`config.mk`:
```
export PLATFORM = sky130hd
export DESIGN_NAME = lpft_ram
export DESIGN_NICKNAME = d
export VERILOG_FILES = /design/src/hw/rtl/lpft_ram.sv
export SDC_FILE = /design/constraint.sdc
export NUM_CORES = 1
export LEC_CHECK = 0
export BUFFER_PORTS_ARGS = -buffer_cell sky130_fd_sc_hd__buf_2
export CAP_MARGIN = 10
export CORE_UTILIZATION = 50
export CTS_CLUSTER_DIAMETER = 120
export CTS_CLUSTER_SIZE = 25
export DETAILED_ROUTE_END_ITERATION = 16
export HOLD_SLACK_MARGIN = 0.06
export PLACE_DENSITY = 0.64
export SLEW_MARGIN = 40
export SYNTH_ARGS = -nofsm -noshare
export SYNTH_HDL_FRONTEND = slang
export SYNTH_SLANG_ARGS = --single-unit
```
`constraint.sdc`:
```
create_clock -name clk -period 4.95 [get_ports clk]
set_input_delay 0.2475 -clock clk [delete_from_list [all_inputs] [get_ports clk]]
set_output_delay 0.2475 -clock clk [all_outputs]
set_load 0.05 [all_outputs]
```
`src/hw/rtl/lpft_ram.sv`:
```
// Generic single-write, single-read RAM with registered read data.
// No dependencies.

module lpft_ram #(
    parameter int WIDTH = 8,
    parameter int DEPTH = 16
) (
    input  logic                                  clk,
    input  logic                                  we,
    input  logic [(DEPTH > 1 ? $clog2(DEPTH) : 1)-1:0] waddr,
    input  logic [WIDTH-1:0]                      wdata,
    input  logic [(DEPTH > 1 ? $clog2(DEPTH) : 1)-1:0] raddr,
    output logic [WIDTH-1:0]                      rdata
);

    logic [WIDTH-1:0] mem [DEPTH];
    logic [WIDTH-1:0] rdata_reg;

    always_ff @(posedge clk)
    begin
        if (we)
        begin
            mem[waddr] <= wdata;
        end
        rdata_reg <= mem[raddr];
    end

    assign rdata = rdata_reg;

endmodule

```
==> reports/metrics.yaml, run 1 <==
synth_area_per_cell_um2: 22.5
start_util_pct: 52.2
dp.final_hpwl_mm: 5.89
ctsHtreeMaxLevel: 4
r2r-start: "mem[2][0]"
fmax_ghz: 0.709
ant_nets: 0
cts_setup_buffers: 0
cts_sinks: 136
reg2reg_depth: 3
vias_per_cell: 5.63
hold_depth: 1
drive_gt1_share_pct: 31.9
cts_resized: 0
yosys_warnings: 0
gp_congestion: 0.719
ctsHoldBuffers: 0
rsz0062_at_grt: "false"
synth.yosys.seq_area_share_pct: 77.8
syn_nets: 247
clock-root-buffer: "clkbuf_8"
slowest_delay_ns: 0.38
ys_seq_elements: 136
cp_cell_sequence: "buf_2"
status: "complete, no violations"
drc: 0
hold_viol: 0
clock_latency_ns: 0.51
cts_buffers: 17
worst_pin_slew_ns: 0.761
coreArea_mm2: 0.00986
grt_pass1_wl_mm: 14.3
cp.required_ns: 4.70
crit_path_top_delay_cell: "dfxtp_1"
dieArea_mm2: 0.0107
vias: 2320
synth_top_area_share_pct: 74.7
slew_headroom_pct: 49.3
grt_pass1_vias: 2321
r2r_slack_ns: 3.56
routed_wl_mm: 9.63
critical_path.top_delay_family: "flip-flops"
largest_reg_flops: 128
endpoint_kind: "primary output"
num_rows: 36
setup_viol: 0
nets: 284
chipHeight_um: 103
ff_latch_area_mm2: 0.00400
synth_cell_types: 19
grt_start_max_net_pins: 33
crit_path_start: "rdata[7]"
post_drt_wl_per_cell_um: 23.4
post-route-period-util_pct: 28.5
start_kind: "flop"
path_clk_slew_ns: 0.06
synthCells: 229
antenna_found_initial: 0
gr-total-overflow: 0
setup_tns_ns: 0
cp.arrival_ns: 1.16
power_density_mw_per_mm2: 447
die_x_um: 103
maxCapViolCount: 0
endpoint: "rdata[7]"
io_pins: 26
setup_ws_ns: 3.54
grt_use_total_pct: 20.5
cts_tree: "yes"
dr.first_iter.drc_count: 185
leakage_uw: 0.00200
ir_drop_v: 0.000225
multi_input_comb_area_mm2: 0.00110
clk_path_buf_depth: 2
synth_area_leaders: "edfxtp_1 75%, mux4_2 7.9%, mux4_1 7.1%"
worst-path-max-fanout: 1
worst-setup-path-type: "reg -> out"
hold_path.class: "in -> reg"
drv_slew: 0
rr_endpoint: "rdata[0]"
drt_first_pass_iters: 4
crit_cells: 1
dpl_worst_slack_ns: 2.90
period_needed_ns: 1.41
netlist_area_mm2: 0.00515
yosysTopAreaCell: "edfxtp_1"
crit_buf_inv: 1
area.growth.synth_to_final_pct: 17.0
fill_cells: 687
skew_ns: 0.0151
portBuffers: 25
diodes: 0
## power by group
group | switching, uW | internal (uW)
sequential | 8.40 | 1290
clock | 442 | 814
combinational | 92.9 | 46.9
total | 543 | 2150
## through the flow
step	hold slack, ns	util [%]	total power [uW]	instances	cell area (um2)
final	0.127	61.1	2690	412	6020
after global routing	0.106	61.1	2780	412	6020
after CTS	0.103	61.0	2710	412	6020
after detailed placement	0.647	54.9	1460	380	5420
after global placement	0.632	54.5	1460	379	5370
after floorplan	0.346	-	1410	229	5150
## per-layer routing
layer,wire (um),global-route usage (%),vias up
met3,503,6.25,2
met5,0,0,-
met2,4790,31.1,59
met4,33,6.18,0
met1,4300,29.0,1213
li1,-,-,1046
## cell usage in the layout, fill, tap and decap left out, types with 2 or more instances in the layout
cell	synthesis	routed
dfxtp_1	8	8
mux4_1	14	14
buf_2	3	24
clkinv_2	0	2
buf_4	1	4
clkinv_1	0	2
edfxtp_1	128	128
clkbuf_16	0	16
nor3_1	4	2
a22oi_1	16	16
clkbuf_1	0	2
nor2_2	0	12
bufinv_16	0	4
nand3b_1	2	2
nand2_1	9	9
nand2b_1	2	2
mux4_2	18	18
clkinvlp_4	0	3
## Yosys cell counts, drive strengths merged
master         number
or3b                1
nor2b               1
and2                1
a22oi              16
dfxtp               8
nor2               13
and2b               1
buf                 7
nand3               1
clkdlybuf4s25       3
edfxtp            128
nand2               9
nor3                4
nand2b              2
mux4               32
nand3b              2
## worst min-delay path by stage
stage	startpoint	to
floorplan	wdata[0]	mem[0][0]
global placement	wdata[1]	mem[5][1]
detailed placement	wdata[5]	mem[5][5]
CTS	wdata[2]	mem[12][2]
global route	wdata[0]	mem[7][0]
finish	wdata[2]	mem[6][2]
## cell type report
| cell class | instances | share of cell area (%) |
|---|---|---|
| clock buffer | 19 | 7.00 |
| tap | 133 | 2.76 |
| timing repair buffer | 28 | 2.49 |
| multi-input combinational | 83 | 18.3 |
| clock inverter | 13 | 2.95 |
| sequential | 136 | 66.5 |
## cell families after synthesis
logic type,count (synthesis),synth area share (%)
flip-flops,136,77.8
AND/OR/NAND/NOR,35,3.18
multiplexers,32,15.0
buffers and inverters,10,1.68
AO/OA/AOI/OAI,16,2.33
Note: power is estimated with default switching activity, not from simulation.
==> inputs of run 2 (changes only) <==
--- a/config.mk
+++ b/config.mk
@@ -12,7 +12,7 @@
 export CTS_CLUSTER_SIZE = 25
 export DETAILED_ROUTE_END_ITERATION = 16
 export HOLD_SLACK_MARGIN = 0.06
-export PLACE_DENSITY = 0.64
+export PLACE_DENSITY = 0.67
 export SLEW_MARGIN = 40
 export SYNTH_ARGS = -nofsm -noshare
 export SYNTH_HDL_FRONTEND = slang
==> constraint.sdc (replaced) <==
create_clock -name clk -period 1.14 [get_ports clk]
set_input_delay 0.057 -clock clk [delete_from_list [all_inputs] [get_ports clk]]
set_output_delay 0.057 -clock clk [all_outputs]
set_load 0.05 [all_outputs]
==> run 2 against run 1 <==
  * The flow now finishes with violations (negative setup slack)
  * Total power increased to 4.2 times the previous value
  * Flip-flop and latch count unchanged
  * Count of clock-buffer cells in the layout increased by 1
  * Critical path depth increased by 2
  * Cell count increased by 9.0%
  * Global-route usage increased by 0.57 points
  * Critical endpoint is now rdata[4]
  * Final area increased by 5.7%
==> reports/metrics.yaml, run 2 (same netlist as run 1, synthesis figures left out) <==
status: "finished with violations"
violations: "negative setup slack"
dieArea_mm2: 0.0107  # unchanged
skew_ns: 0.0113  # -0.00377 ns
vias: 2437  # +5.0%
leakage_uw: 0.00215  # +7.5%
path_clk_slew_ns: 0.06  # about the same
gp_congestion: 0.711  # -1.1%
ctsHtreeMaxLevel: 4  # unchanged
start_kind: "flop"
grt_use_total_pct: 21.1  # +0.57 points
drive_gt1_share_pct: 40.5  # +8.6 points
hold_path.class: "in -> reg"
final_cell_mix: "128 x edfxtp_1, 30 x buf_4, 28 x mux4_2, 17 x buf_2, 16 x clkbuf_16"
dp.final_hpwl_mm: 6.39  # +8.5%
endpoint_kind: "flop"
p_total_uw: 11300  # +320%
drc: 0  # unchanged
dr.first_iter.drc_count: 177  # -4.3%
ant_nets: 0  # unchanged
chipHeight_um: 103  # unchanged
cp.required_ns: 1.52  # -3.18 ns
slew_headroom_pct: 47.4  # -1.9 points
dpl_worst_slack_ns: -0.390  # -3.29 ns
worst-setup-path-type: "reg -> reg"
hold_viol: 0  # unchanged
io_pins: 26  # unchanged
die_x_um: 103  # unchanged
diodes: 0  # unchanged
rsz0062_at_grt: "true"
nets: 321  # +13%
post_drt_wl_per_cell_um: 21.8  # -6.8%
fmax_ghz: 0.768
largest_reg_flops: 128  # unchanged
drv_slew: 0  # unchanged
cts_buffers: 17  # unchanged
worst-path-max-fanout: 1  # unchanged
area.growth.synth_to_final_pct: 23.7
worst_pin_slew_ns: 0.788  # +0.0271 ns
cts_tree: "yes"
setup_ws_ns: -0.162  # -3.70 ns
clock_latency_ns: 0.51  # about the same
final_common_cell: "edfxtp_1"
post-route-period-util_pct: 114
cts_setup_buffers: 0  # unchanged
num_rows: 36  # unchanged
clk_path_buf_depth: 2  # unchanged
clock-root-buffer: "clkbuf_8"
ir_drop_v: 0.000780  # +250%
antenna_found_initial: 0  # unchanged
gr-total-overflow: 0  # unchanged
setup_viol: 8  # +8
portBuffers: 25  # unchanged
grt_start_max_net_pins: 21  # -36%
maxCapViolCount: 0  # unchanged
coreArea_mm2: 0.00986  # unchanged
drt_first_pass_iters: 4  # unchanged
routed_wl_mm: 9.77  # +1.5%
power_density_mw_per_mm2: 1770  # +300%
vias_per_cell: 5.43  # -3.6%
period_needed_ns: 1.30
grt_pass1_wl_mm: 14.9  # +4.5%
grt_pass1_vias: 2596  # +12%
fin_hold_ws_ns: 0.0584  # -0.0689 ns
cp.arrival_ns: 1.68  # +0.52 ns
cts_sinks: 136  # unchanged
fill_cells: 658  # -4.2%
start_util_pct: 52.2  # unchanged
-- run 2: cell type report --
type | instances | area (um2) | share of cell area [%]
Sequential cell | 136 | 4010 | 62.9
Multi-Input combinational cell | 83 | 1100 | 17.3
Clock buffer | 20 | 425 | 6.68
Clock inverter | 12 | 109 | 1.71
Timing Repair Buffer | 65 | 556 | 8.73
Tap cell | 133 | 166 | 2.61
-- run 2: path summary, 6_finish.rpt --
path / start / end / slack [ns] / cells after the start
worst max-delay path: mem[0][4] / rdata[4] / -0.16 / 3
worst min-delay path: raddr[3] / rdata[1] / 0.06 / 4
worst max register to register: mem[0][4] / rdata[4] / -0.16 / 3
worst min register to register: mem[6][7] / rdata[7] / 0.68 / 3
-- run 2: timing repair --
action / CTS / global route
pin swaps: 6 / 2
endpoints found under the hold margin: 128 / 0
hold buffers: 8 / 0
endpoints found under the setup margin: 16 / 10
resized for setup: 27 / 5
gates cloned: 0 / 0
-- run 2: worst max-delay path, stage by stage, from the launching register on --
cell and delay [ns]:
edfxtp_1 0.39, mux4_2 0.48, a22oi_2 0.20, nand2_1 0.10
-- run 2: per-stage QoR --
stage          instances  cell area (um2)  setup TNS (ns)  util (%)
6_report             449             6360          -0.859      64.5
2_1_floorplan        229             5190          -0.549         -
5_1_grt              449             6360           -1.29      64.5
3_3_place_gp         409             5700           -5.27      57.8
3_5_place_dp         409             5700           -6.58      57.8
4_1_cts              449             6350           -1.01      64.4
-- run 2: per-layer routing --
| layer | wire (um) | track usage, % | share of wire, % | vias to the layer above |
|---|---|---|---|---|
| met1 | 4150 | 27.0 | 42 | 1231 |
| li1 | - | - | - | 1113 |
| met2 | 5040 | 33.9 | 52 | 83 |
| met5 | 0 | 0 | 0 | - |
| met4 | 105 | 8.56 | 1.1 | 0 |
| met3 | 481 | 6.52 | 4.9 | 10 |
-- run 2: power by group --
part	internal, uW	switching, uW	leakage, uW
logic	323	426	0.000668
clock network	3050	1850	0.000256
registers	5590	41.6	0.00122
