===== src/hw/rtl/lpft_pkg.sv =====
// Package for the LRU page frame table: sequencer states, status codes,
// register indexes and fixed field widths. No dependencies.

package lpft_pkg;

    // Configuration port
    localparam int CFG_INDEX_BITS    = 8;
    localparam int CFG_DATA_BITS     = 32;
    localparam int PAGE_SIZE_BITS    = 32;
    localparam int TOTAL_FRAMES_BITS = 5;

    localparam logic [CFG_INDEX_BITS-1:0] CFG_PAGE_SIZE    = 8'd0;
    localparam logic [CFG_INDEX_BITS-1:0] CFG_TOTAL_FRAMES = 8'd1;

    localparam logic [PAGE_SIZE_BITS-1:0]    PAGE_SIZE_RESET    = 32'd4096;
    localparam logic [TOTAL_FRAMES_BITS-1:0] TOTAL_FRAMES_RESET = 5'd16;

    // Result status
    localparam int STATUS_BITS = 2;

    localparam logic [STATUS_BITS-1:0] ST_HIT        = 2'd0;
    localparam logic [STATUS_BITS-1:0] ST_FREE_LOAD  = 2'd1;
    localparam logic [STATUS_BITS-1:0] ST_EVICT_LOAD = 2'd2;
    localparam logic [STATUS_BITS-1:0] ST_NO_PROCESS = 2'd3;

    typedef enum logic [2:0] {
        S_IDLE,
        S_DIV,
        S_SEARCH,
        S_SHIFT,
        S_PLACE,
        S_DONE
    } lpft_state_t;

endpackage


===== src/hw/rtl/lpft_div.sv =====
// Restoring divider, one quotient bit per cycle, for the page number.
// Depends on lpft_pkg for the divisor width.

module lpft_div
    import lpft_pkg::*;
#(
    parameter int DIVIDEND_BITS = 32
) (
    input  logic                      clk,
    input  logic                      rst_n,
    input  logic                      start,
    input  logic [DIVIDEND_BITS-1:0]  dividend,
    input  logic [PAGE_SIZE_BITS-1:0] divisor,
    output logic                      done,
    output logic [DIVIDEND_BITS-1:0]  quotient
);

    localparam int CNT_BITS = $clog2(DIVIDEND_BITS + 1);

    logic                      busy_reg;
    logic                      done_reg;
    logic [CNT_BITS-1:0]       cnt_reg;
    logic [PAGE_SIZE_BITS-1:0] rem_reg;
    logic [PAGE_SIZE_BITS-1:0] rem_next;
    logic [PAGE_SIZE_BITS-1:0] dvs_reg;
    logic [DIVIDEND_BITS-1:0]  quo_reg;
    logic [PAGE_SIZE_BITS:0]   trial;
    logic [PAGE_SIZE_BITS:0]   diff;
    logic                      qbit;

    // A zero divisor always passes the compare, so the quotient comes out all ones.
    assign trial    = {rem_reg, quo_reg[DIVIDEND_BITS-1]};
    assign diff     = trial - {1'b0, dvs_reg};
    assign qbit     = (trial >= {1'b0, dvs_reg});
    assign rem_next = qbit ? diff[PAGE_SIZE_BITS-1:0] : trial[PAGE_SIZE_BITS-1:0];

    always_ff @(posedge clk or negedge rst_n)
    begin
        if (!rst_n)
        begin
            busy_reg <= 1'b0;
            done_reg <= 1'b0;
            cnt_reg  <= '0;
        end
        else
        begin
            done_reg <= 1'b0;
            if (start)
            begin
                busy_reg <= 1'b1;
                cnt_reg  <= CNT_BITS'(DIVIDEND_BITS);
            end
            else if (busy_reg)
            begin
                cnt_reg <= cnt_reg - CNT_BITS'(1);
                if (cnt_reg == CNT_BITS'(1))
                begin
                    busy_reg <= 1'b0;
                    done_reg <= 1'b1;
                end
            end
        end
    end

    always_ff @(posedge clk)
    begin
        if (start)
        begin
            quo_reg <= dividend;
            rem_reg <= '0;
            dvs_reg <= divisor;
        end
        else if (busy_reg)
        begin
            quo_reg <= {quo_reg[DIVIDEND_BITS-2:0], qbit};
            rem_reg <= rem_next;
        end
    end

    assign done     = done_reg;
    assign quotient = quo_reg;

endmodule


===== config.mk =====
export PLATFORM = sky130hd
export DESIGN_NAME = lpft_div
export DESIGN_NICKNAME = d
export VERILOG_FILES = /design/src/hw/rtl/lpft_pkg.sv /design/src/hw/rtl/lpft_div.sv
export SDC_FILE = /design/constraint.sdc
export NUM_CORES = 1
export LEC_CHECK = 0
export BUFFER_PORTS_ARGS = -buffer_cell sky130_fd_sc_hd__buf_2
export CAP_MARGIN = 20
export CORE_MARGIN = 2
export CORE_UTILIZATION = 35
export CTS_CLUSTER_DIAMETER = 50
export DETAILED_ROUTE_END_ITERATION = 10
export SETUP_SLACK_MARGIN = 0.4
export SKIP_CTS_REPAIR_TIMING = 1
export SYNTH_ARGS = -nofsm -noshare
export SYNTH_HDL_FRONTEND = slang
export SYNTH_SLANG_ARGS = --single-unit

===== constraint.sdc =====
create_clock -name clk -period 3.07 [get_ports clk]
set_clock_uncertainty 0.1 [all_clocks]
set_input_delay 0.614 -clock clk [delete_from_list [all_inputs] [get_ports clk]]
set_output_delay 0.614 -clock clk [all_outputs]
set_load 0.005 [all_outputs]

==> reports/qor.json <==
{
  "worstMarginPinSlew": {"value": 835, "unit": "ps"},
  "antenna_cells_inserted": {"value": 0},
  "hold-worst-slack": {"value": 324, "unit": "ps"},
  "synth.yosys.warnings": {"value": 0},
  "power_density": {"value": 822, "unit": "nW/um2"},
  "outcome": {"value": "finished clean"},
  "peak_ir_drop_on_the_vdd_network": {"value": 0.384, "unit": "mV"},
  "chipWidth": {"value": 139, "unit": "um"},
  "worstPathBufferInverterCount": {"value": 3},
  "worstPathArrival": {"value": 2990, "unit": "ps"},
  "htree_num_levels": {"value": 3},
  "ys_async_sr_fraction": {"value": 7.69, "unit": "%"},
  "clkLatencyLatePin": {"value": 360, "unit": "ps"},
  "avgViaCountPerCell": {"value": 5.39},
  "grt_most_used_layer": {"value": "met2"},
  "final-max-slew-violation-count": {"value": 0},
  "timing.critical_path.max_delay_family": {"value": "compound AO/OA/AOI/OAI gates"},
  "startpoint_types": {"value": "flop"},
  "layout.cell_area.non_filler": {"value": 8370, "unit": "um2"},
  "r2r_slack": {"value": 240, "unit": "ps"},
  "tritoncts.num_buffers": {"value": 9},
  "area_delta_synth_final": {"value": 31.0, "unit": "%"},
  "cp_cell_sequence": {"value": "inv_1, ha_4, nand4_1, nor4_4, a21oi_1, o21ai_1, a221o_1, buf_4, o21a_4, clkbuf_16, o21ai_0, a311oi_1"},
  "grt_antenna_before_repair": {"value": 0},
  "global_route.usage.met3": {"value": 5.49, "unit": "%"},
  "grt_max_degree": {"value": 52},
  "synth.lib_cells_used.distinct": {"value": 73},
  "hold_path_startpoint": {"value": "divisor[29]"},
  "maxCapViolCount": {"value": 0},
  "die_area": {"value": 19300, "unit": "um2"},
  "via_count": {"value": 5452},
  "final_net_count": {"value": 880},
  "clock-sinks": {"value": 104},
  "dominantRegCellSynth": {"value": "edfxtp_1"},
  "grtUsageTotal": {"value": 16.7, "unit": "%"},
  "criticalPathCategory": {"value": "reg -> reg"},
  "grt.overflow.total": {"value": 0},
  "floorplan.rows": {"value": 49},
  "max-clock-path-buffers": {"value": 2},
  "postPlaceCellArea": {"value": 7120, "unit": "um2"},
  "crit-reg2reg-launch": {"value": "dvs_reg[9]"},
  "tritoncts": {"value": "built"},
  "setup_viol": {"value": 0},
  "synth-edff-count": {"value": 64},
  "finalCriticalPeriod": {"value": 2830, "unit": "ps"},
  "critical_path.max_stage_delay": {"value": 370, "unit": "ps"},
  "fmax": {"value": 354, "unit": "MHz"},
  "final_hold_viol_count": {"value": 0},
  "clkSlewWorstSetupHoldPaths": {"value": 80, "unit": "ps"},
  "min_to": {"value": "dvs_reg[29]"},
  "grtUsageMet2": {"value": 25.9, "unit": "%"},
  "drtPass1Iterations": {"value": 5},
  "drive_above_1_share": {"value": 37.2, "unit": "%"},
  "timing.critical_path.required": {"value": 3240, "unit": "ps"},
  "final_min_period_over_clock_period": {"value": 92.1, "unit": "%"},
  "grt_use_met1": {"value": 22.4, "unit": "%"},
  "worst_setup_path_end_kind": {"value": "flop"},
  "avgRoutedWirePerCell": {"value": 17.1, "unit": "um"},
  "synth_seq_cells": {"value": 104},
  "syn-mean-instance-area": {"value": 9.82, "unit": "um2"},
  "synthesis.nets": {"value": 752},
  "postRouteAntennaNets": {"value": 0},
  "synth.yosys.seq_area_share": {"value": 43.3, "unit": "%"},
  "initial_core_util": {"value": 35.7, "unit": "%"},
  "rsz0062_at_grt": {"value": "true"},
  "buffer_ports.inserted": {"value": 99},
  "setup_total_negative_slack": {"value": 0, "unit": "ps"},
  "post_synth_inst_count": {"value": 650},
  "layout_filler_cell_count": {"value": 1666},
  "dp.final_hpwl": {"value": 11.5, "unit": "mm"},
  "maxSlewHeadroom": {"value": 44.2, "unit": "%"},
  "min-delay-path-class": {"value": "in -> reg"},
  "grt_first_pass_wirelength": {"value": 26.4, "unit": "mm"},
  "core_area": {"value": 17900, "unit": "um2"},
  "drt_first_iter_violations": {"value": 411},
  "gp_congestion": {"value": 0.882},
  "critical_path_peak_fanout": {"value": 6},
  "totalWireLength": {"value": 17.3, "unit": "mm"},
  "ctsRootBufferMaster": {"value": "clkbuf_16"},
  "drc": {"value": 0},
  "critPathSlowestCell": {"value": "nor4_4"},
  "layout_common_cells": {"value": "buf_2 (98), edfxtp_1 (64), nor2_1 (53)"},
  "rr_endpoint": {"value": "rem_reg[14]"},
  "die_h": {"value": 139, "unit": "um"},
  "most_common_library_cell_in_the_layout_ignoring_fill_and_taps": {"value": "buf_2"},
  "grt_pass1_vias": {"value": 5185},
  "timing.reg2reg.worst_path_depth": {"value": 12},
  "p_leak": {"value": 3.39, "unit": "nW"},
  "syn_area": {"value": 6380, "unit": "um2"},
  "hold-path-cell-count": {"value": 1},
  "design.portCount": {"value": 100}
}
==> logic make-up (layout without fill, tap and decap cells) <==
group                      after synthesis  count (layout)  share of synthesized area [%]
xor gates and xnor gates                29              29                           3.98
buffers and inverters                   84             216                           5.78
DFF                                    104             104                           43.3
muxes                                   35              35                           6.12
adders and majority gates               35              35                           6.98
and+or+nand+nor                        190             190                           14.6
AOI/OAI and AO/OA                      173             174                           19.3
==> layer usage <==
metal  up-vias  part of all wire (%)  wire length (um)
met5         -                     0                 0
met3        33                   7.3              1270
met2       195                    44              7700
met1      2568                    46              7900
li1       2656                     -                 -
met4         0                   2.5               438
==> per-stage QoR <==
| step | power [mW] | util [%] | worst slack [ps] | cells |
|---|---|---|---|---|
| 2_1_floorplan | 4.16 | - | 450 | 650 |
| 3_3_place_gp | 4.90 | 39.8 | 147 | 955 |
| 3_5_place_dp | 4.90 | 39.8 | 136 | 955 |
| 4_1_cts | 6.05 | 41.3 | 107 | 971 |
| 5_1_grt | 7.35 | 46.7 | 84.5 | 1012 |
| 6_report | 6.88 | 46.7 | 242 | 1012 |
==> cell usage after synthesis (3+ instances only) <==
library cell | n | area share, %
a211oi_1 | 6 | 0.71
a21boi_0 | 5 | 0.59
a21o_1 | 12 | 1.4
a21oi_1 | 33 | 2.6
a311oi_1 | 20 | 2.7
a31oi_1 | 3 | 0.29
a41oi_1 | 4 | 0.55
and2_1 | 3 | 0.29
and3_1 | 4 | 0.39
buf_1 | 6 | 0.35
buf_2 | 13 | 1.0
buf_6 | 4 | 0.71
clkbuf_1 | 15 | 0.88
dfrtp_1 | 8 | 3.1
dfxtp_1 | 32 | 10
edfxtp_1 | 64 | 30
ha_1 | 34 | 6.7
inv_1 | 44 | 2.6
mux2_2 | 32 | 5.6
mux2i_1 | 3 | 0.47
nand2_1 | 41 | 2.4
nand2b_1 | 4 | 0.39
nand3_1 | 32 | 2.5
nand4_1 | 11 | 1.1
nor2_1 | 56 | 3.3
nor2b_1 | 4 | 0.39
nor3_1 | 9 | 0.71
nor4_1 | 6 | 0.59
o211ai_1 | 3 | 0.35
o21a_1 | 5 | 0.59
o21ai_0 | 37 | 2.9
o21ai_1 | 3 | 0.24
o21bai_1 | 7 | 0.82
o22ai_1 | 5 | 0.49
o31ai_1 | 3 | 0.35
or2_2 | 4 | 0.39
or3_1 | 3 | 0.29
xnor2_1 | 18 | 2.5
xor2_1 | 11 | 1.5
==> cell type report <==
cell class	count	area [um2]	share of cell area [%]
repair buffers	156	1120	13.4
clock inverters	6	52.6	0.628
flip-flops and latches	104	2760	33.0
multi-input cells	463	3740	44.8
well taps	229	287	3.43
clock buffers	10	229	2.74
inverters	44	165	1.97
==> worst max path at each step <==
stage / slack, ps / to / startpoint / depth (start not counted)
floorplan: 450 / quotient[0] / dvs_reg[20] / 12
finish: 240 / rem_reg[14] / dvs_reg[9] / 12
detailed placement: 140 / rem_reg[12] / dvs_reg[8] / 10
global route: 80 / rem_reg[14] / dvs_reg[11] / 12
CTS: 110 / rem_reg[18] / dvs_reg[20] / 10
global placement: 150 / rem_reg[12] / dvs_reg[18] / 10
==> report_power, final <==
part,switching (mW),internal (mW)
Clock,0.547,0.564
Sequential,0.266,1.82
Combinational,1.95,1.73
Power figures use the tool's default switching activity.
